--- src/sv/srb_pkg.sv ---
// Shared types and constants of the segment reassembly buffer.
`default_nettype none

package srb_pkg;

  localparam int MAX_SEGMENTS  = 16;
  localparam int SEGMENT_BYTES = 438;
  localparam int STORE_DEPTH   = MAX_SEGMENTS * SEGMENT_BYTES;
  localparam int ADDR_W        = 13;
  localparam int SEG_W         = 4;
  localparam int LEN_W         = 10;
  localparam int OFF_W         = 9;
  localparam int TYPE_W        = 16;
  localparam int DATA_W        = 8;
  localparam int BYTES_W       = 13;
  localparam int STAT_W        = 2;

  localparam logic [TYPE_W-1:0]  TYPE_INVALID = '1;
  localparam logic [BYTES_W-1:0] BYTES_MAX    = '1;

  localparam logic [STAT_W-1:0] ST_OK       = 2'd0;
  localparam logic [STAT_W-1:0] ST_BAD_NUM  = 2'd1;
  localparam logic [STAT_W-1:0] ST_OVERSIZE = 2'd2;
  localparam logic [STAT_W-1:0] ST_SHORT    = 2'd3;

  localparam int MID_DEPTH = 2;
  localparam int OUT_DEPTH = 4;
  localparam int OUT_PTR_W = $clog2(OUT_DEPTH);
  localparam int OUT_CNT_W = $clog2(OUT_DEPTH + 1);

  typedef struct packed {
    logic                    is_read;
    logic                    first;
    logic [STAT_W-1:0]       status;
    logic                    mem_ok;
    logic [ADDR_W-1:0]       addr;
    logic [DATA_W-1:0]       data;
    logic [MAX_SEGMENTS-1:0] seg_bit;
    logic [MAX_SEGMENTS-1:0] arm_mask;
    logic [SEG_W-1:0]        seg_total;
    logic [LEN_W-1:0]        seg_length;
    logic [TYPE_W-1:0]       block_type;
  } item_t;

  typedef struct packed {
    logic [STAT_W-1:0]  status;
    logic               duplicate;
    logic               block_full;
    logic [BYTES_W-1:0] total_bytes;
    logic [DATA_W-1:0]  read_data;
  } result_t;

endpackage

`default_nettype wire

--- src/sv/srb_out_queue.sv ---
// Result queue that holds finished result words until they are popped.
`default_nettype none

module srb_out_queue (
  input  logic                          clk_i,
  input  logic                          rst_ni,
  input  logic                          res_valid_i,
  input  srb_pkg::result_t              res_i,
  output logic [srb_pkg::OUT_CNT_W-1:0] cnt_o,
  input  logic                          pop,
  output logic                          empty,
  output srb_pkg::result_t              head_o
);
  import srb_pkg::*;

  result_t              mem_q [OUT_DEPTH];
  logic [OUT_PTR_W-1:0] wr_ptr_q, rd_ptr_q;
  logic [OUT_CNT_W-1:0] cnt_q, cnt_d;
  logic                 do_pop;

  assign empty  = (cnt_q == '0);
  assign do_pop = pop && !empty;
  assign cnt_o  = cnt_q;
  assign head_o = mem_q[rd_ptr_q];

  always_comb begin
    cnt_d = cnt_q;
    if (res_valid_i && !do_pop) begin
      cnt_d = cnt_q + OUT_CNT_W'(1);
    end else if (!res_valid_i && do_pop) begin
      cnt_d = cnt_q - OUT_CNT_W'(1);
    end
  end

  always_ff @(posedge clk_i or negedge rst_ni) begin
    if (!rst_ni) begin
      wr_ptr_q <= '0;
      rd_ptr_q <= '0;
      cnt_q    <= '0;
    end else begin
      cnt_q <= cnt_d;
      if (res_valid_i) begin
        wr_ptr_q <= wr_ptr_q + OUT_PTR_W'(1);
      end
      if (do_pop) begin
        rd_ptr_q <= rd_ptr_q + OUT_PTR_W'(1);
      end
    end
  end

  always_ff @(posedge clk_i) begin
    if (res_valid_i) begin
      mem_q[wr_ptr_q] <= res_i;
    end
  end

endmodule

`default_nettype wire

--- config.mk ---
export PLATFORM = sky130hd
export DESIGN_NAME = srb_out_queue
export DESIGN_NICKNAME = d
export VERILOG_FILES = /design/src/sv/srb_pkg.sv /design/src/sv/srb_out_queue.sv
export SDC_FILE = /design/constraint.sdc
export NUM_CORES = 1
export LEC_CHECK = 0
export BUFFER_PORTS_ARGS = -buffer_cell sky130_fd_sc_hd__buf_2
export CAP_MARGIN = 20
export CORE_MARGIN = 4
export CORE_UTILIZATION = 45
export DETAILED_ROUTE_END_ITERATION = 8
export PLACE_DENSITY = 0.67
export SLEW_MARGIN = 30
export SYNTH_ARGS = -nofsm -noshare
export SYNTH_HDL_FRONTEND = slang
export SYNTH_SLANG_ARGS = --single-unit
--- constraint.sdc ---
create_clock -name clk_i -period 2.6 [get_ports clk_i]
set_clock_uncertainty 0.15 [all_clocks]
set_input_delay 0.13 -clock clk_i [delete_from_list [all_inputs] [get_ports clk_i]]
set_output_delay 0.13 -clock clk_i [all_outputs]
set_load 0.02 [all_outputs]
### Word level (Yosys, flattened, before mapping)

Memories as Yosys holds them, arrays and structs flattened.
Index checks and enable logic that the tools add are counted.

| operators by class | value |
|---|---|
| mux-type cells | 4 |
| reduce and logical (&&, ||, !) cells | 8 |
| add/sub/neg operators | 4 |

Operator list:

| kind | count |
|---|---|
| two-way mux 3 bit | 2 |
| adder 2 x 1 -> 2 bit, second input constant | 2 |
| adder 3 x 1 -> 3 bit, second input constant | 1 |
| logical AND 1 bit | 3 |
| zero test 1 bit | 3 |
| zero test 3 bit | 1 |
| subtractor 3 x 1 -> 3 bit, second input constant | 1 |
| two-way mux 1 bit | 2 |
| nonzero test 2 bit | 1 |

| word-level totals | value |
|---|---|
| output and inout bits | 29 |
| logic and storage cells | 20 |
| bits in registers | 7 |
| memories | 1 |
| input bits | 29 |
| RAM bits | 100 |

Memories:

| name | words | width | read ports | clocked after memory_dff | wr ports | RTL line | source |
|---|---|---|---|---|---|---|---|
| mem_q | 4 | 25 | 1 | 0 | 1 | srb_out_queue.sv:16 | `result_t mem_q [OUT_DEPTH];` |

### Logic depth before layout (Yosys ltp)

| logic depth | value |
|---|---|
| depth in word-level cells | 6 |
| gate-level depth with buffers | 8 |
| mapped depth without buffers | 8 |

### Least setup slack after synthesis

OpenSTA, ideal clock, no wires.

| timing | value |
|---|---|
| path type | register to register |
| from | register cnt_q[0] (netlist: cnt_o[0]) |
| to | register cnt_q[2] (netlist: cnt_o[2]) |
| path slack | 0.390 ns |
| cell stages (with the launch flop) | 9 |
| library setup time | 0.079 ns |
| data required time | 2.371 ns |
| path buffers | 0 |
| arrival | 1.980 ns |
| clock period less this slack | 2.210 ns |
| cell sequence | dfrtp_1 > or3_1 > nand2_1 > ha_1 > inv_1 > fa_1 > xor2_1 > nor2_1 > xor2_1 |

| between the ends | value |
|---|---|
| cells in the longest elaborated chain, start to end | 6 |
| elaborated cells between the ends (all ways) | 11 |
| those cells by class | add/sub (2); mux (2); reduce/logical (7) |

RTL lines:

| item | RTL line | source |
|---|---|---|
| start: declaration | srb_out_queue.sv:18 | `logic [OUT_CNT_W-1:0] cnt_q, cnt_d;` |
| start signal: assignment | srb_out_queue.sv:41 | `cnt_q <= cnt_d;` |
| parallel branches: the longest is 6 deep, another holds subtractor 3 x 1 -> 3 bit | n/a |  |

Several ways; the timed one is not identified. The select of a mux whose other input is x is not followed.
A chain may end at the register's enable or synchronous reset.

### Worst setup path in the final report

Ends and elaborated chain as after synthesis.

==> impl.org <==
** Status
- The flow ran to the end, and the final reports show no timing, DRC or antenna violations.

** Clocking
- Source-to-sink clock delay at the later pin of the worst-skew pair :: 0.35 ns
- Clock-pin slew was measured on the worst setup and hold paths at 0.09 ns.
- Once the clock tree was built, the setup fixing pass inserted 0 buffers.
- Counting the buffers created by CTS gives 9.
- The clock tree synthesis step divided the H-tree into 3 levels.
- No sink is reached through more buffers than the 2 on the longest clock path.
- TritonCTS built the clock tree.
- CTS Sinks :: 107
- The cell sitting at the root of the clock tree is a sky130_fd_sc_hd__clkbuf_8.

** Routing
- In the detailed route, the total length drawn on met3 is 342 um.
- Pre-Repair DR Iteration Count :: 4
- Routed signal wires occupy layers up through met4.
- Number of nets still failing antenna checks after routing :: 0
- Summed over all layers, the routed wires come to 6620 um.
- Met2 WL :: 3280 um
- DRC marker count from the first detailed-route iteration :: 65
- In the final routing, the length of wire on met1 measures 2920 um.
- DR DRC count :: 0
- Average detailed-routed wire length per instance :: 17.6 um
- After detailed routing, the number of vias per cell comes to 5.04.
- The final route contains 1,899 vias.

** Timing
- Remaining max-slew budget at the tightest pin :: 66.1%
- Final setup violation count :: 0
- The number of max-slew violations in the final report is 0.
- Final critical-path required period :: 2.24 ns
- Setup repair after global routing left no endpoint under its margin.
- Timing would allow up to 446 MHz.
- Number of endpoints with negative hold slack in the final report :: 0
- Final worst setup slack :: 0.356 ns
- In the final timing run, aggregate negative setup slack is 0 ns.
- The final critical path takes up 86.3% of the cycle.
- Worst Tran Pin Value :: 0.508 ns
- Final hold analysis gives a worst-case slack of 0.322 ns.

** Logic synthesis
- Yosys printed 0 warnings.
- Sequential cells were found to cover 78.5% of the synthesized design area.
- Number of library cell types mapped by synthesis :: 19
- Mean cell area of the mapped netlist :: 24.5 um^2
- In this run, synthesis produced a sequential element count of 107.
- The cell area that synthesis handed to floorplanning was 0.00405 mm^2.
- Counting every net in the synthesized netlist gives 200.
- Synth Instances :: 165

** Floorplan
- The floorplan has 34 rows.
- Measured along the x axis, the die boundary spans 103 um.
- Placeable core region :: 0.00872 mm^2
- Height of the die :: 103 um
- During I/O placement, the number of pins put on the boundary was 58.
- The floorplan step defined a die boundary enclosing 0.0106 mm^2.
- Effective utilization at floorplan :: 46.4%

** Setup path
- The worst setup path is launched from a flip-flop.
- Among all stages on the critical path, the largest delay is contributed by sky130_fd_sc_hd__dfrtp_1.
- Critical path's top delay family :: simple AND/OR/NAND/NOR gates
- The signal on the critical path passes through or3_1 -> nand2_1 -> ha_1 -> inv_1 -> fa_1 -> xor2_1 -> nor2_1 -> xor2_1.
- The critical path is of the reg2reg type.
- Along the worst path, the maximum fanout reaches 4.
- In this design, the stage delay of the slowest critical-path cell is 0.45 ns.
- Counting both buffers and inverters, the worst setup path holds a total of 1.
- At the worst endpoint, the required time is 2.73 ns.
- The cell that appears most often on the critical path is sky130_fd_sc_hd__xor2_1.
- STA classifies the critical path endpoint as a flip-flop.
- Data on the critical path arrives at its endpoint at 2.37 ns.

** GRT
- Initial antenna violation count :: 0
- The via count of the first global-routing pass was 1,970.
- Pin count of the biggest net entering global routing :: 26
- The first global-routing pass estimated 10,500 um of wire.
- After global routing the overflow that remains totals 0.
- Global routing used 13.6% of the available tracks across all layers.

** Placement
- Post-placement cell count :: 332
- During placement, the flow inserted port buffers numbering 57.
- OpenSTA, run right after detailed placement, puts the worst setup slack at 0.367 ns.
- Detailed placement finished with a half-perimeter wire length of 4130 um.
- The congestion estimate from routability-driven global placement came to 0.701.
- Cell area after placement :: 0.00448 mm^2

** Pwr
- Leak :: 1.80 nW
- Cell area power density :: 1040 mW/mm^2
- VDD sags by at most 558 uV.
- Total power consumption of the routed design :: 5.17 mW

** Finish
- Antenna cells :: 0
- Area growth syn-to-layout :: 22.7%
- Fill cells in the final layout number 639.
- Share of final-layout standard cells stronger than drive strength 1 :: 37.5%
- Once layout is complete, the utilization of the core stands at 57.0%.
- Post-layout net count :: 299
- The finished layout holds 377 standard cells, fillers aside.
- Summing all non-filler instances in the final layout gives an area of 0.00497 mm^2.

** Min path
- Worst hold path type :: reg2reg

** Run
- Max Cap Viol :: 0
power breakdown:
part,switching (mW),internal [mW]
sequential,0.142,2.26
combinational,0.992,0.779
clock,0.546,0.452
repair_timing:
item / 4_1_cts / 5_1_grt
hold buffers: 29 / 0
gates resized for setup: 0 / 0
hold endpoints to repair: 111 / 0
setup endpoints to repair: 0 / 0
cell usage after synthesis:
library cell | count | area [um^2]
sky130_fd_sc_hd__edfxtp_1 | 100 | 3000
sky130_fd_sc_hd__mux4_2 | 18 | 405
sky130_fd_sc_hd__dfrtp_1 | 7 | 175
sky130_fd_sc_hd__mux4_1 | 7 | 184
sky130_fd_sc_hd__ha_1 | 5 | 62.6
sky130_fd_sc_hd__and2_1 | 4 | 25.0
sky130_fd_sc_hd__inv_1 | 4 | 15.0
sky130_fd_sc_hd__buf_2 | 3 | 15.0
sky130_fd_sc_hd__xnor2_1 | 3 | 26.3
sky130_fd_sc_hd__xor2_1 | 3 | 26.3
sky130_fd_sc_hd__buf_12 | 2 | 40.0
sky130_fd_sc_hd__nand2_1 | 2 | 7.51
sky130_fd_sc_hd__buf_6 | 1 | 11.3
sky130_fd_sc_hd__fa_1 | 1 | 20.0
sky130_fd_sc_hd__mux2_2 | 1 | 11.3
sky130_fd_sc_hd__nand3_1 | 1 | 5.00
sky130_fd_sc_hd__nor2_1 | 1 | 3.75
sky130_fd_sc_hd__o21ai_0 | 1 | 5.00
sky130_fd_sc_hd__or3_1 | 1 | 6.26
cell usage in the layout (no fill, tap or decap), types with 2 or more instances in the layout:
| cell | n |
|---|---|
| sky130_fd_sc_hd__xnor2_1 | 3 |
| sky130_fd_sc_hd__ha_1 | 5 |
| sky130_fd_sc_hd__edfxtp_1 | 100 |
| sky130_fd_sc_hd__buf_4 | 7 |
| sky130_fd_sc_hd__mux4_2 | 18 |
| sky130_fd_sc_hd__buf_2 | 57 |
| sky130_fd_sc_hd__inv_1 | 4 |
| sky130_fd_sc_hd__clkbuf_8 | 9 |
| sky130_fd_sc_hd__mux4_1 | 7 |
| sky130_fd_sc_hd__clkinv_4 | 3 |
| sky130_fd_sc_hd__and2_1 | 4 |
| sky130_fd_sc_hd__xor2_1 | 3 |
| sky130_fd_sc_hd__dlygate4sd3_1 | 29 |
| sky130_fd_sc_hd__dfrtp_1 | 6 |
| sky130_fd_sc_hd__nand2_1 | 2 |
path summary, 6_finish.rpt:
check                                 start          end  slack (ns)  cells past startpoint
worst min-delay path            rd_ptr_q[1]  rd_ptr_q[1]        0.32                      1
worst min register to register  rd_ptr_q[1]  rd_ptr_q[1]        0.32                      1
max in group asynchronous            rst_ni  rd_ptr_q[0]        1.48                      3
worst max-delay path               cnt_o[0]     cnt_o[2]        0.36                      8
min in group asynchronous            rst_ni  rd_ptr_q[1]        0.56                      3
worst max register to register     cnt_o[0]     cnt_o[2]        0.36                      8
flip-flops by register name, summed over array words and instances (netlist names):
register and count:
cnt_o 3, rd_ptr_q 2, wr_ptr_q 2, mem_q 100
layer usage:
layer	global-route usage [%]	vias to the layer above
met5	0	-
met4	5.68	0
met3	3.04	8
met2	21.6	47
met1	18.3	966
li1	-	878
final cells by class:
cell class | count | area, um^2 | share of cell area [%]
Clock buffer | 9 | 124 | 2.49
Multi-Input combinational cell | 48 | 788 | 15.9
Timing Repair Buffer | 94 | 648 | 13.0
Sequential cell | 107 | 3180 | 64.0
Clock inverter | 7 | 77.6 | 1.56
Inverter | 4 | 15.0 | 0.302
Tap cell | 108 | 135 | 2.72
cell families after synthesis:
kind of cell	count (synthesis)	share of synthesized area, %
flip-flops	107	78.5
multiplexers	26	14.8
buffers and inverters	10	2.01
AND/OR/NAND/NOR	9	1.17
XOR/XNOR	6	1.30
adder cells (fa/ha/maj)	6	2.04
AO/OA/AOI/OAI	1	0.124
(Power assumes the default switching activity.)
