==> src/sv/srb_pkg.sv <==
// Shared types and constants of the segment reassembly buffer.
`default_nettype none

package srb_pkg;

  localparam int MAX_SEGMENTS  = 16;
  localparam int SEGMENT_BYTES = 438;
  localparam int STORE_DEPTH   = MAX_SEGMENTS * SEGMENT_BYTES;
  localparam int ADDR_W        = 13;
  localparam int SEG_W         = 4;
  localparam int LEN_W         = 10;
  localparam int OFF_W         = 9;
  localparam int TYPE_W        = 16;
  localparam int DATA_W        = 8;
  localparam int BYTES_W       = 13;
  localparam int STAT_W        = 2;

  localparam logic [TYPE_W-1:0]  TYPE_INVALID = '1;
  localparam logic [BYTES_W-1:0] BYTES_MAX    = '1;

  localparam logic [STAT_W-1:0] ST_OK       = 2'd0;
  localparam logic [STAT_W-1:0] ST_BAD_NUM  = 2'd1;
  localparam logic [STAT_W-1:0] ST_OVERSIZE = 2'd2;
  localparam logic [STAT_W-1:0] ST_SHORT    = 2'd3;

  localparam int MID_DEPTH = 2;
  localparam int OUT_DEPTH = 4;
  localparam int OUT_PTR_W = $clog2(OUT_DEPTH);
  localparam int OUT_CNT_W = $clog2(OUT_DEPTH + 1);

  typedef struct packed {
    logic                    is_read;
    logic                    first;
    logic [STAT_W-1:0]       status;
    logic                    mem_ok;
    logic [ADDR_W-1:0]       addr;
    logic [DATA_W-1:0]       data;
    logic [MAX_SEGMENTS-1:0] seg_bit;
    logic [MAX_SEGMENTS-1:0] arm_mask;
    logic [SEG_W-1:0]        seg_total;
    logic [LEN_W-1:0]        seg_length;
    logic [TYPE_W-1:0]       block_type;
  } item_t;

  typedef struct packed {
    logic [STAT_W-1:0]  status;
    logic               duplicate;
    logic               block_full;
    logic [BYTES_W-1:0] total_bytes;
    logic [DATA_W-1:0]  read_data;
  } result_t;

endpackage

`default_nettype wire

==> src/sv/srb_front.sv <==
// Front end: checks each incoming word, forms its store address and queues it.
`default_nettype none

module srb_front (
  input  logic                          clk_i,
  input  logic                          rst_ni,
  input  logic                          push,
  output logic                          full,
  input  logic                          req_type_i,
  input  logic [srb_pkg::TYPE_W-1:0]    block_type_i,
  input  logic [srb_pkg::SEG_W-1:0]     seg_number_i,
  input  logic [srb_pkg::SEG_W-1:0]     seg_total_i,
  input  logic [srb_pkg::LEN_W-1:0]     seg_length_i,
  input  logic [srb_pkg::OFF_W-1:0]     byte_offset_i,
  input  logic [srb_pkg::DATA_W-1:0]    data_byte_i,
  input  logic [srb_pkg::ADDR_W-1:0]    read_address_i,
  output logic                          mid_valid_o,
  output srb_pkg::item_t                mid_item_o,
  input  logic                          mid_pop_i
);
  import srb_pkg::*;

  localparam int CNT_W = $clog2(MID_DEPTH + 1);
  localparam int PTR_W = (MID_DEPTH > 1) ? $clog2(MID_DEPTH) : 1;

  item_t             item;
  logic [31:0]       seg_ext;
  logic [31:0]       tot_ext;
  logic [31:0]       wr_addr;
  logic              wr_ok;
  item_t             mem_q [MID_DEPTH];
  logic [PTR_W-1:0]  wr_ptr_q, wr_ptr_d, rd_ptr_q, rd_ptr_d;
  logic [CNT_W-1:0]  cnt_q, cnt_d;
  logic              do_push;

  always_comb begin
    seg_ext = 32'(seg_number_i);
    tot_ext = 32'(seg_total_i);
    wr_addr = (seg_ext - 32'd1) * 32'(SEGMENT_BYTES) + 32'(byte_offset_i);
    wr_ok   = (seg_ext != 32'd0) && (seg_ext < 32'(MAX_SEGMENTS))
              && (LEN_W'(byte_offset_i) < seg_length_i)
              && (32'(byte_offset_i) < 32'(SEGMENT_BYTES))
              && (wr_addr < 32'(STORE_DEPTH));

    item = '0;
    item.is_read    = req_type_i;
    item.first      = (byte_offset_i == '0);
    item.data       = data_byte_i;
    item.seg_total  = seg_total_i;
    item.seg_length = seg_length_i;
    item.block_type = block_type_i;

    if (seg_ext >= 32'(MAX_SEGMENTS) || tot_ext >= 32'(MAX_SEGMENTS)
        || seg_ext == 32'd0 || seg_ext > tot_ext) begin
      item.status = ST_BAD_NUM;
    end else if (32'(seg_length_i) > 32'(SEGMENT_BYTES)) begin
      item.status = ST_OVERSIZE;
    end else if (seg_ext < tot_ext && 32'(seg_length_i) != 32'(SEGMENT_BYTES)) begin
      item.status = ST_SHORT;
    end else begin
      item.status = ST_OK;
    end

    for (int i = 0; i < MAX_SEGMENTS; i++) begin
      item.seg_bit[i]  = (32'(i + 1) == seg_ext);
      item.arm_mask[i] = (32'(i) < tot_ext);
    end

    if (req_type_i) begin
      item.addr   = read_address_i;
      item.mem_ok = (32'(read_address_i) < 32'(STORE_DEPTH));
    end else begin
      item.addr   = wr_addr[ADDR_W-1:0];
      item.mem_ok = wr_ok;
    end
  end

  assign full        = (cnt_q == CNT_W'(MID_DEPTH));
  assign do_push     = push && !full;
  assign mid_valid_o = (cnt_q != '0);
  assign mid_item_o  = mem_q[rd_ptr_q];

  always_comb begin
    wr_ptr_d = wr_ptr_q;
    rd_ptr_d = rd_ptr_q;
    cnt_d    = cnt_q;
    if (do_push) begin
      wr_ptr_d = (wr_ptr_q == PTR_W'(MID_DEPTH - 1)) ? '0 : wr_ptr_q + PTR_W'(1);
    end
    if (mid_pop_i) begin
      rd_ptr_d = (rd_ptr_q == PTR_W'(MID_DEPTH - 1)) ? '0 : rd_ptr_q + PTR_W'(1);
    end
    if (do_push && !mid_pop_i) begin
      cnt_d = cnt_q + CNT_W'(1);
    end else if (!do_push && mid_pop_i) begin
      cnt_d = cnt_q - CNT_W'(1);
    end
  end

  always_ff @(posedge clk_i or negedge rst_ni) begin
    if (!rst_ni) begin
      wr_ptr_q <= '0;
      rd_ptr_q <= '0;
      cnt_q    <= '0;
    end else begin
      wr_ptr_q <= wr_ptr_d;
      rd_ptr_q <= rd_ptr_d;
      cnt_q    <= cnt_d;
    end
  end

  always_ff @(posedge clk_i) begin
    if (do_push) begin
      mem_q[wr_ptr_q] <= item;
    end
  end

endmodule

`default_nettype wire

==> config.mk <==
export PLATFORM = sky130hd
export DESIGN_NAME = srb_front
export DESIGN_NICKNAME = d
export VERILOG_FILES = /design/src/sv/srb_pkg.sv /design/src/sv/srb_front.sv
export SDC_FILE = /design/constraint.sdc
export NUM_CORES = 1
export LEC_CHECK = 0
export BUFFER_PORTS_ARGS = -buffer_cell sky130_fd_sc_hd__buf_4
export CAP_MARGIN = 20
export CORE_AREA = 2 2 145 147
export CTS_CLUSTER_DIAMETER = 200
export CTS_CLUSTER_SIZE = 28
export DETAILED_ROUTE_END_ITERATION = 10
export DIE_AREA = 0 0 147 149
export PLACE_DENSITY = 0.77
export SETUP_SLACK_MARGIN = 0.05
export SLEW_MARGIN = 30
export SYNTH_ARGS = -nofsm -noshare
export SYNTH_HDL_FRONTEND = slang
export SYNTH_SLANG_ARGS = --single-unit
export TNS_END_PERCENT = 100
==> constraint.sdc <==
create_clock -name clk_i -period 4.4 [get_ports clk_i]
set_input_delay 0.88 -clock clk_i [delete_from_list [all_inputs] [get_ports clk_i]]
set_output_delay 0.88 -clock clk_i [all_outputs]
set_load 0.05 [all_outputs]
; ---- Yosys cells after proc, flatten, opt, wreduce, memory -nomap -nowiden
; Memories as Yosys holds them, arrays and structs flattened.
; Index checks and enable logic that the tools add are counted.
[classes]
add_sub_neg = 6
mul = 1
order_cmp = 22
eq_ne = 17
n_mux = 10
reduce_logical = 16
[ops]
columns = operator, n
row1 = 32-bit by 9-bit adder with 32-bit output, 1
row2 = 4-bit == test (first input constant), 8
row3 = 32-bit by 13-bit < comparator with 1-bit output (second input constant), 1
row4 = 32-bit by 8-bit multiplier with 31-bit output (second input constant), 1
row5 = 4-bit < comparator (first input constant), 7
row6 = 3-bit by 4-bit == test with 1-bit output (first input constant), 4
row7 = 3-bit by 4-bit < comparator with 1-bit output (first input constant), 4
row8 = 14-bit two-way mux, 1
row9 = 13-bit < comparator (second input constant), 1
row10 = 10-bit by 9-bit greater-than comparator with 1-bit output (second input constant), 1
row11 = 9-bit by 10-bit < comparator with 1-bit output, 1
row12 = 2-bit two-way mux, 5
row13 = 10-bit by 9-bit != test with 1-bit output (second input constant), 1
row14 = 9-bit logical NOT, 1
row15 = 9-bit < comparator (second input constant), 1
row16 = 2-bit by 4-bit == test with 1-bit output (first input constant), 2
row17 = 1-bit by 4-bit < comparator with 1-bit output (first input constant), 2
row18 = 2-bit by 4-bit < comparator with 1-bit output (first input constant), 2
row19 = 1-bit logical AND, 7
row20 = 4-bit by 1-bit subtractor with 5-bit output (second input constant), 1
row21 = 1-bit by 4-bit == test with 1-bit output (first input constant), 1
row22 = 4-bit greater-than comparator, 1
row23 = 4-bit logical NOT, 1
row24 = 4-bit < comparator, 1
row25 = other kinds (9), 16
[totals]
ff_bits = 4
mem_bits_rw = 172
inputBits = 69
output_inout_bits = 90
word_cells = 76
n_memories = 1
[memory_table]
columns = name, depth, word_bits, read_ports, rd_ports_with_merged_regs, wr, line
row1 = mem_q, 2, 86, 1, 0, 1, srb_front.sv:31  ; item_t mem_q [MID_DEPTH];

; ---- Logic depth before layout (Yosys ltp)
; Gate-level depths: netlist of run 1.
[logic_depth]
word_depth = 7
ltp_mapped = 24
ltp_nobuf = 22

; ---- Worst setup path after synthesis of run 1
; No wires, ideal clock.
[synth_path]
path_type = input port to flip-flop
startpoint = input port seg_number_i[0] in the netlist's numbering
endpoint = memory mem_q[0][81] in the netlist's numbering, data pin
setup_time_ps = 272
arrival_time_ps = 5391
required_time_ps = 4128
slack_ps = -1263
path_stages = 20
path_buffers = 1
path_cell_list = inv_1 -> ha_1 -> and2_1 -> buf_2 -> ha_1 -> xnor2_1 -> xnor2_1 -> fa_1 -> fa_1 -> inv_1 -> ha_1 -> xnor2_1 -> ha_1 -> a21oi_1 -> o2bb2ai_1 -> a31oi_1 -> nand2_1 -> or3_4 -> a2111oi_2 -> a211oi_2
[synth_rtl]
columns = element, line
row1 = from (decl), srb_front.sv:11  ; input logic [srb_pkg::SEG_W-1:0] seg_number_i,
row2 = to (decl), srb_front.sv:31

==> metrics, run 1 <==
status finished, violations left; violated checks negative setup slack; asr flop ratio synth under 10%; CTS Hold Buffers Added 0; Setup CP Type in -> reg; crit-path cells buf_6 -> clkinvlp_4 -> ha_4 -> xor2_2 -> ha_1 -> ha_4 -> inv_1 -> fa_1 -> fa_1 -> inv_2 -> ha_4 -> nand3_1 -> and2_1 -> a21o_1 -> a21oi_2 -> o21ai_1 -> ha_2 -> o21ai_1 -> mux2i_1 -> a21oi_1 -> o211ai_1 -> a211oi_2; GP Congestion roughly 0.86; placeable core area around 21000 sq um; EDFF count, synth 170; Post-Synth XOR/XNOR Area 2.914%; DR iter-0 viols about 210; chip width 147 um; type of origin of the critical path primary input; VDD IR max about 0.32 mV; Lkg Pwr roughly 4.8 nW; # IOs around 160; Root Buffer clkbuf_16; final hold vios 0; RSZ-0062 raised after global routing true; synth warn 0; dpl hpwl 14.39 mm; Worst-Skew Late Latency 420 ps; Post-Place Cells about 1100; vias in the first global route 6149; Max Fclk between 0.2 and 0.25 GHz; pwr dens between 700 and 800 nW/um^2; layout cells sized above 1 46.56%; CP Max Fanout 6; sequential share of the synthesized area a little under three fifths; mapped cell area 9059 sq um; Place WS -1076 ps; most used cell, CP ha_4; multiplexer share of the synthesized area a little under an eighth; deepest clock path buffer count 2; RR Startpoint cnt_q[0]; Worst-Margin Slew around 680 ps; DR WL/cell 16.72 um; Synth Area in Compound Gates 7.003%; Synth top cells by count edfxtp_1, mux2_2, inv_1; clock skew around 9.5 ps; dpl cell area approximately 11000 sq um; Worst-path clk slew approximately 70 ps; final instance area between 10000 and 15000 sq um; CP startpoint seg_number_i[0]; CTS tree built; Fin Hold WS 234.3 ps; die area approximately 22000 sq um; GR Overflow Total 0; filler instances 1616; final slew viol count 0; DRC 0; first-pass GRT wire length between 30 and 40 mm; post-synth top area share 56.35%; largest net degree at the start of global routing between 40 and 50; Final Non-Filler Cells roughly 1200; top-count cell post-synth edfxtp_1; Main synth FF type edfxtp_1; Mean Syn Cell Area 13.81 sq um; all-layer global routing usage 18.16%; max_slew headroom between 50% and 60%; synthesis-to-finish area growth 32.68%; DRT Wirelength about 20 mm; top cells by area, synth edfxtp_1, mux2_2, ha_1, fa_1, inv_1; final setup vio count 12; footprint of the multi-input gates 3914 sq um; Tmin final slightly below 5000 ps; worst path arrival time 5130 ps; initial antenna violation count 0; Max stage delay on crit path 500 ps; final net count between 1000 and 1500; DRT antenna net count 0; largest family of logic cells by synthesized area multiplexers; TritonRoute pass-1 iters 4; crit share post-route 110.7%; vias per cell between 5 and 6; post-route total power ~8.7 mW; routed vias roughly 6100; Starting Density 44.07%; Worst Hold Class in -> async; post-synth cell types 60; register area 5209 sq um; final worst setup slack -470.6 ps; Top Family by Delay on Critical Path adder cells; Setup crit end kind flop; Syn Inst Count roughly 660; simple-gate share of the synthesized area approximately 8%; fin util 58.47%; WP buf/inv 4; critical path required time roughly 4700 ps; Die Y-Extent between 100 and 150 um; n_diodes 0; adder-cell share of the synthesized area around 9.6%; setup TNS -2968 ps; Synth area leader edfxtp_1; synthesized flop and latch total ~170; Crit-path slowest cell fa_1; H-tree depth 4; I/O Buffers 156; CTS Buf Count 17; Max-cap violations 0; clock sink count between 150 and 200; # rows 53
-- what timing repair did --
| item | CTS | global route |
|---|---|---|
| buffers inserted | 6 | 3 |
| setup endpoints to repair | 12 | 14 |
| resized for setup | 27 | 8 |
| pin swaps | 29 | 13 |
-- state kept, by name, summed over array words and instances, names as in the netlist --
| signal | count |
|---|---|
| wr_ptr_q | 1 |
| cnt_q | 2 |
| rd_ptr_q | 1 |
| mem_q | 170 |
-- final timing paths --
check	to	slack (ps)	cells past startpoint
min in group clk_i	cnt_q[1]	500	1
max in group asynchronous	rd_ptr_q	4050	1
hold reg to reg	cnt_q[1]	500	1
setup reg to reg	mem_q[1][72]	2510	3
hold / removal	cnt_q[1]	230	1
setup / recovery	mem_q[1][81]	-470	22
-- area by class of cell --
cell class	count	area share [%]
sequential	174	43.34
multi-input combinational	409	32.56
timing repair buffer	239	15.12
clock buffer	17	3.539
tap	275	2.863
inverter	51	1.624
clock inverter	12	0.9577
-- cell usage in the layout (no fill, tap or decap), types with 3 or more instances in the layout --
cell,netlist,routed
xnor2_1,15,12
o21ai_1,3,6
xor2_1,12,10
o211ai_1,7,7
xnor2_2,0,3
dfrtp_1,4,3
nand3_1,11,11
nand2_1,27,26
a21oi_1,30,19
mux2_2,90,89
inv_2,1,5
inv_6,0,3
o21ai_0,18,13
nand2b_1,4,4
nor2b_1,10,9
buf_4,3,234
nor2_1,17,15
or3_1,5,5
clkbuf_16,0,17
clkinvlp_4,0,5
fa_1,13,12
a31oi_1,5,5
a21oi_2,0,10
a211oi_1,4,3
and2_1,18,17
mux2i_1,6,6
o311ai_1,3,3
ha_4,0,13
buf_6,0,4
a21o_1,9,9
edfxtp_1,170,170
and3_1,8,7
nor4_1,3,3
ha_1,49,35
nand4_1,6,6
inv_1,50,45
-- metal layers --
layer	GRT usage, %	routed length (um)	vias to the layer above
met4	7.019	384	0
met2	31.85	10130	128
li1	-	-	2907
met1	22.17	8275	2991
met3	3.761	887	27
met5	0	0	-
-- logic make-up after synthesis --
| group | after synthesis |
|---|---|
| compound gates | 96 |
| xor+xnor | 28 |
| fa+ha+maj | 62 |
| buf+inv | 74 |
| flops | 174 |
| mux | 96 |
| other cells | 1 |
| simple gates | 125 |
-- where the power goes --
part	internal [mW]	switching [mW]
Combinational	1.93	2.85
Clock	0.775	0.618
Sequential	2.34	0.178
Power figures use the tool's default switching activity.
==> inputs of run 2 (changes only) <==
- CAP_MARGIN: 20 -> 40
- CORE_AREA: 2 2 145 147 -> 2 2 137 139
- CTS_BUF_LIST: default -> sky130_fd_sc_hd__clkbuf_16
- DIE_AREA: 0 0 147 149 -> 0 0 139 141
- PLACE_DENSITY: 0.77 -> 0.84
==> run 2 against run 1 <==
The flow still finishes with violations (negative setup slack). Flip-flop and latch count unchanged. Clock skew increased by 1.9 ps. Hold slack got worse by 2.6 ps. Fmax decreased by 2.4%. Final cell count decreased by 2.3%. Wire length increased by 10%. Via count increased by 4.3%. Critical endpoint unchanged.
==> metrics, run 2 (same netlist as run 1, synthesis figures left out) <==
H-tree depth 4 (unchanged); crit share post-route 113.4% (+2.7 points); Setup crit end kind flop; VDD IR max 0.4798 mV (+52%); GP Congestion 0.9031 (+4.7%); DRT Wirelength 21.70 mm (+10%); CTS tree built; # rows 50 (-5.7%); DR iter-0 viols 545 (+160%); TritonRoute pass-1 iters 4 (unchanged); RSZ-0062 raised after global routing true; Setup CP Type in -> reg; Worst Hold Class in -> async; clock skew 11.36 ps (+1.903 ps); register area 5209 sq um (unchanged); Tmin final 4988 ps (+117.6 ps); dpl hpwl 14.49 mm (+0.70%); CTS Hold Buffers Added 0 (unchanged); final net count 1034 (+1.1%); final slew viol count 0 (unchanged); CP Max Fanout 4 (-2); I/O Buffers 156 (unchanged); die area 19600 sq um (-11%); commonest cells after routing, fill and taps aside buf_4, edfxtp_1, mux2_2, inv_1, ha_1; DR WL/cell 18.87 um (+13%); final setup vio count 12 (unchanged); largest net degree at the start of global routing 60 (+28%); Max-cap violations 0 (unchanged); post-route total power 9.288 mW (+7.0%); Largest regs mem_q (170), cnt_q (2); Worst-Skew Late Latency 440 ps (+20 ps); n_diodes 0 (unchanged); initial antenna violation count 0 (unchanged); all-layer global routing usage 21.61% (+3.5 points); type of origin of the critical path primary input; Worst-path clk slew 70 ps (about the same); final worst setup slack -588.2 ps (-117.6 ps); Lkg Pwr 4.973 nW (+3.7%); final hold vios 0 (unchanged); critical path required time 4670 ps (+20 ps); max FFs per register 170 (unchanged); Fin Hold WS 231.7 ps (-2.552 ps); placeable core area 18270 sq um (-11%); commonest non-fill, non-tap cell in the layout buf_4; vias per cell 5.490 (+6.7%); setup TNS -4639 ps (-1671 ps); DRC 0 (unchanged); DRT antenna net count 0 (unchanged); routed vias 6313 (+4.3%); CTS Buf Count 17 (unchanged); first-pass GRT wire length 33.06 mm (+6.7%); max_slew headroom 47.31% (-7.6 points); Max Fclk 0.2005 GHz (-2.4%); layout cells sized above 1 48.69% (+2.1 points); # IOs 159 (unchanged); Root Buffer clkbuf_16; worst path arrival time 5260 ps (+130 ps); synthesis-to-finish area growth 36.84%; vias in the first global route 6605 (+7.4%); pwr dens 749.3 nW/um^2 (+3.7%); footprint of the multi-input gates 4080 sq um (+4.3%); chip width 139 um (-5.4%); largest register by flop count mem_q; Starting Density 49.59% (+5.5 points); filler instances 1214 (-25%); Worst-Margin Slew 790.4 ps (+113.5 ps); GR Overflow Total 0 (unchanged); clock sink count 174 (unchanged); violated checks negative setup slack; Die Y-Extent 141 um (-5.4%); deepest clock path buffer count 2 (unchanged); status finished, violations left
run 2: final cells by class:
class / count / share of cell area (%)
inverters: 51 / 1.575
repair buffers: 250 / 16.02
well taps: 234 / 2.362
clock inverters: 15 / 1.676
multi-input cells: 409 / 32.92
flip-flops and latches: 174 / 42.02
clock buffers: 17 / 3.432
run 2: layer usage:
metal	vias up	GRT usage, %	wire, um
met5	-	0	0
met4	0	8.719	576
met3	48	4.246	1057
met2	200	39.80	11730
met1	3137	24.75	8342
li1	2928	-	-
run 2: power breakdown:
part	internal (mW)	switching [mW]
clock network	0.962	0.650
logic	2.11	3.03
registers	2.33	0.202
run 2: final timing paths:
kind / depth (start not counted) / slack (ps) / end / start
setup / recovery: 21 / -590 / mem_q[1][81] / seg_number_i[2]
hold / removal: 1 / 230 / wr_ptr_q / rst_ni
setup reg to reg: 4 / 2510 / mem_q[1][63] / cnt_q[0]
hold reg to reg: 1 / 520 / cnt_q[1] / cnt_q[1]
max in group asynchronous: 1 / 4050 / rd_ptr_q / rst_ni
min in group clk_i: 1 / 520 / cnt_q[1] / cnt_q[1]
run 2: timing repair:
| action | in CTS | in global routing |
|---|---|---|
| gates resized for setup | 33 | 29 |
| hold endpoints to repair | 0 | 0 |
| setup endpoints to repair | 12 | 16 |
| pin swaps | 33 | 11 |
| buffers inserted | 11 | 9 |
run 2: worst max-delay path: stages:
cell	delay (ps)
buf_12	110
nor3_4	240
xor2_4	260
ha_4	260
xnor2_4	130
xnor2_2	160
fa_1	550
inv_2	60
ha_4	200
a21o_1	200
a21oi_2	170
xnor2_1	90
ha_1	380
a21oi_2	100
o2bb2ai_1	130
a31oi_1	250
nand2_1	130
or3_4	440
o21bai_1	180
o211ai_1	130
a211oi_2	220
run 2: through the flow:
step	area, sq um	utilization (%)	instances	setup slack (ps)
after global placement	11220	61.45	1102	-947.9
after CTS	12160	66.59	1143	-465.9
after detailed placement	11220	61.45	1102	-1127
final	12400	67.86	1150	-588.2
after floorplan	9271	-	657	-785.2
after global routing	12400	67.86	1150	-767.9
==> inputs of run 3 (changes only) <==
- CORE_AREA: 2 2 137 139 -> 2 2 131 133
- DIE_AREA: 0 0 139 141 -> 0 0 133 135
- GPL_TIMING_DRIVEN: default -> 0
- PLACE_DENSITY: 0.84 -> 0.87
- clock period: 4.4 -> 5.9 ns (I/O delays scaled with it)
==> run 3 against run 2 <==
The run now ends clean. Flip-flop and latch count is the same. First-iteration DRC count is 21% lower. Critical path depth is 2 lower. Setup slack gained 840 ps. Highest routed layer unchanged.
==> metrics, run 3 (same netlist as run 1, synthesis figures left out) <==
status finished, final reports clean; pwr dens 551.4 nW/um^2 (-26%); CTS tree built; worst path arrival time 5830 ps (+570 ps); placeable core area 16410 sq um (-10%); Place WS -624.7 ps (+501.9 ps); Crit-path slowest cell fa_1; largest register by flop count mem_q; Max Fclk 0.1770 GHz; RSZ-0062 raised after global routing false; GR Overflow Total 0 (unchanged); VDD IR max 0.2846 mV (-41%); Fin Hold WS 520.8 ps (+289.1 ps); TritonRoute pass-1 iters 5 (+1); # IOs 159 (unchanged); final worst setup slack 249.2 ps (+837.4 ps); commonest non-fill, non-tap cell in the layout edfxtp_1; final net count 976 (-5.6%); clock sink count 174 (unchanged); first-pass GRT wire length 32.91 mm (-0.44%); Die Y-Extent 135 um (-4.3%); crit share post-route a little over nine tenths; I/O Buffers 156 (unchanged); WP buf/inv 4 (+2); all-layer global routing usage 24.12% (+2.5 points); type of origin of the critical path primary input; Max stage delay on crit path 500 ps (-50 ps); Worst-Skew Late Latency 440 ps (about the same); most used cell, CP ha_1; Starting Density 55.21% (+5.6 points); chip width 133 um (-4.3%); Worst-path clk slew 70 ps (about the same); final hold vios 0 (unchanged); dpl hpwl 14.81 mm (+2.3%); Lkg Pwr 4.560 nW (-8.3%); final slew viol count 0 (unchanged); critical path required time 6080 ps (+1410 ps); dpl cell area 10690 sq um (-4.7%); n_diodes 0 (unchanged); synthesis-to-finish area growth 27.00%; Largest regs mem_q (170), cnt_q (2); Tmin final approximately 5700 ps; max_slew headroom 51.48% (+4.2 points); H-tree depth 4 (unchanged); post-route total power 6.344 mW (-32%); initial antenna violation count 0 (unchanged); # rows 47 (-6.0%); Worst-Margin Slew 727.8 ps (-62.61 ps); setup TNS 0 ps (+4639 ps); clock skew 6.963 ps (-4.400 ps); die area 17960 sq um (-8.4%); final setup vio count 0 (-12); layout cells sized above 1 38.97% (-9.7 points); Max Used Layer met4; DRT Wirelength 21.58 mm (-0.58%); Setup crit end kind flop; commonest cells after routing, fill and taps aside edfxtp_1, buf_4, mux2_2, inv_1, ha_1; crit-path cells buf_4 -> nor3_4 -> xor2_2 -> ha_2 -> ha_1 -> ha_1 -> inv_1 -> fa_1 -> inv_1 -> ha_1 -> xnor2_1 -> ha_1 -> or3_1 -> o211ai_1 -> buf_4 -> xor2_2 -> a31oi_1 -> o211ai_1 -> a211oi_2; CTS Buf Count 17 (unchanged); DR WL/cell 20.04 um (+6.2%); largest net degree at the start of global routing 37 (-38%); vias in the first global route 6331 (-4.1%); deepest clock path buffer count 2 (unchanged); GP Congestion 0.8611 (-4.7%); CTS Hold Buffers Added 0 (unchanged); DR iter-0 viols 429 (-21%); routed vias 6067 (-3.9%); worst r2r path cells 6 (+2); DRT antenna net count 0 (unchanged); met3 WL 1.090 mm (+3.1%); max FFs per register 170 (unchanged); Post-Route M1 WL 8.393 mm (+0.61%); Setup CP Type in -> reg; Top Family by Delay on Critical Path adder cells; Root Buffer clkbuf_16; CP Max Fanout 11 (+7); WP depth 19 (-9.5%); met2 wire len 11.45 mm (-2.4%); Worst Hold Class in -> async; final instance area 11500 sq um (-7.2%); Max-cap violations 0 (unchanged); vias per cell 5.633 (+2.6%); DRC 0 (unchanged)
-- run 3: cell types whose count changed in the layout (fill, tap and decap cells not counted), sizes merged --
| cell | change |
|---|---|
| buf | -67 |
| clkbuf | +9 |
| inv | -4 |
| bufinv | -1 |
| clkinvlp | +4 |
-- run 3: worst paths after layout --
path                            startpoint           end  slack, ps
setup / recovery           seg_number_i[2]  mem_q[0][81]        250
hold / removal                      rst_ni      rd_ptr_q        520
setup reg to reg                  cnt_q[0]  mem_q[0][75]       3760
hold reg to reg                   cnt_q[1]      cnt_q[1]        520
max in group asynchronous           rst_ni      cnt_q[0]       5280
min in group clk_i                cnt_q[1]      cnt_q[1]        520
-- run 3: stage by stage --
| step | utilization [%] | instances |
|---|---|---|
| 3_3_place_gp | 64.17 | 1033 |
| 6_report | 70.12 | 1077 |
| 4_1_cts | 69.21 | 1073 |
| 2_1_floorplan | - | 657 |
| 3_5_place_dp | 65.16 | 1039 |
| 5_1_grt | 70.12 | 1077 |
-- run 3: per-layer routing --
metal | up-vias | GRT usage [%]
met5 | - | 0
met1 | 2978 | 27.98
met4 | 0 | 10.16
li1 | 2815 | -
met2 | 221 | 43.38
met3 | 53 | 5.293
-- run 3: worst register-to-register path: stages (launching register included) --
cell	delay [ps]
dfrtp_1	430
nand2b_1	190
nand2_1	160
nor2_4	430
buf_16	230
buf_16	180
buf_16	190
-- run 3: where the power goes --
group          switching, mW  internal, mW
logic                   2.16          1.20
registers             0.0828          1.74
clock network          0.492         0.673
-- run 3: area by class of cell --
type	count	area, sq um
clock inverter	14	187.7
sequential	174	5205
multi-input combinational	409	3717
inverter	51	198.9
clock buffer	17	425.4
timing repair buffer	171	1393
buffer	21	102.6
tap	220	275.3
fill	1036	4902
-- run 3: timing repair --
action,4_1_cts,5_1_grt
endpoints found under the setup margin,4,4
pin swaps,1,11
resized for setup,5,24
setup buffers,3,6
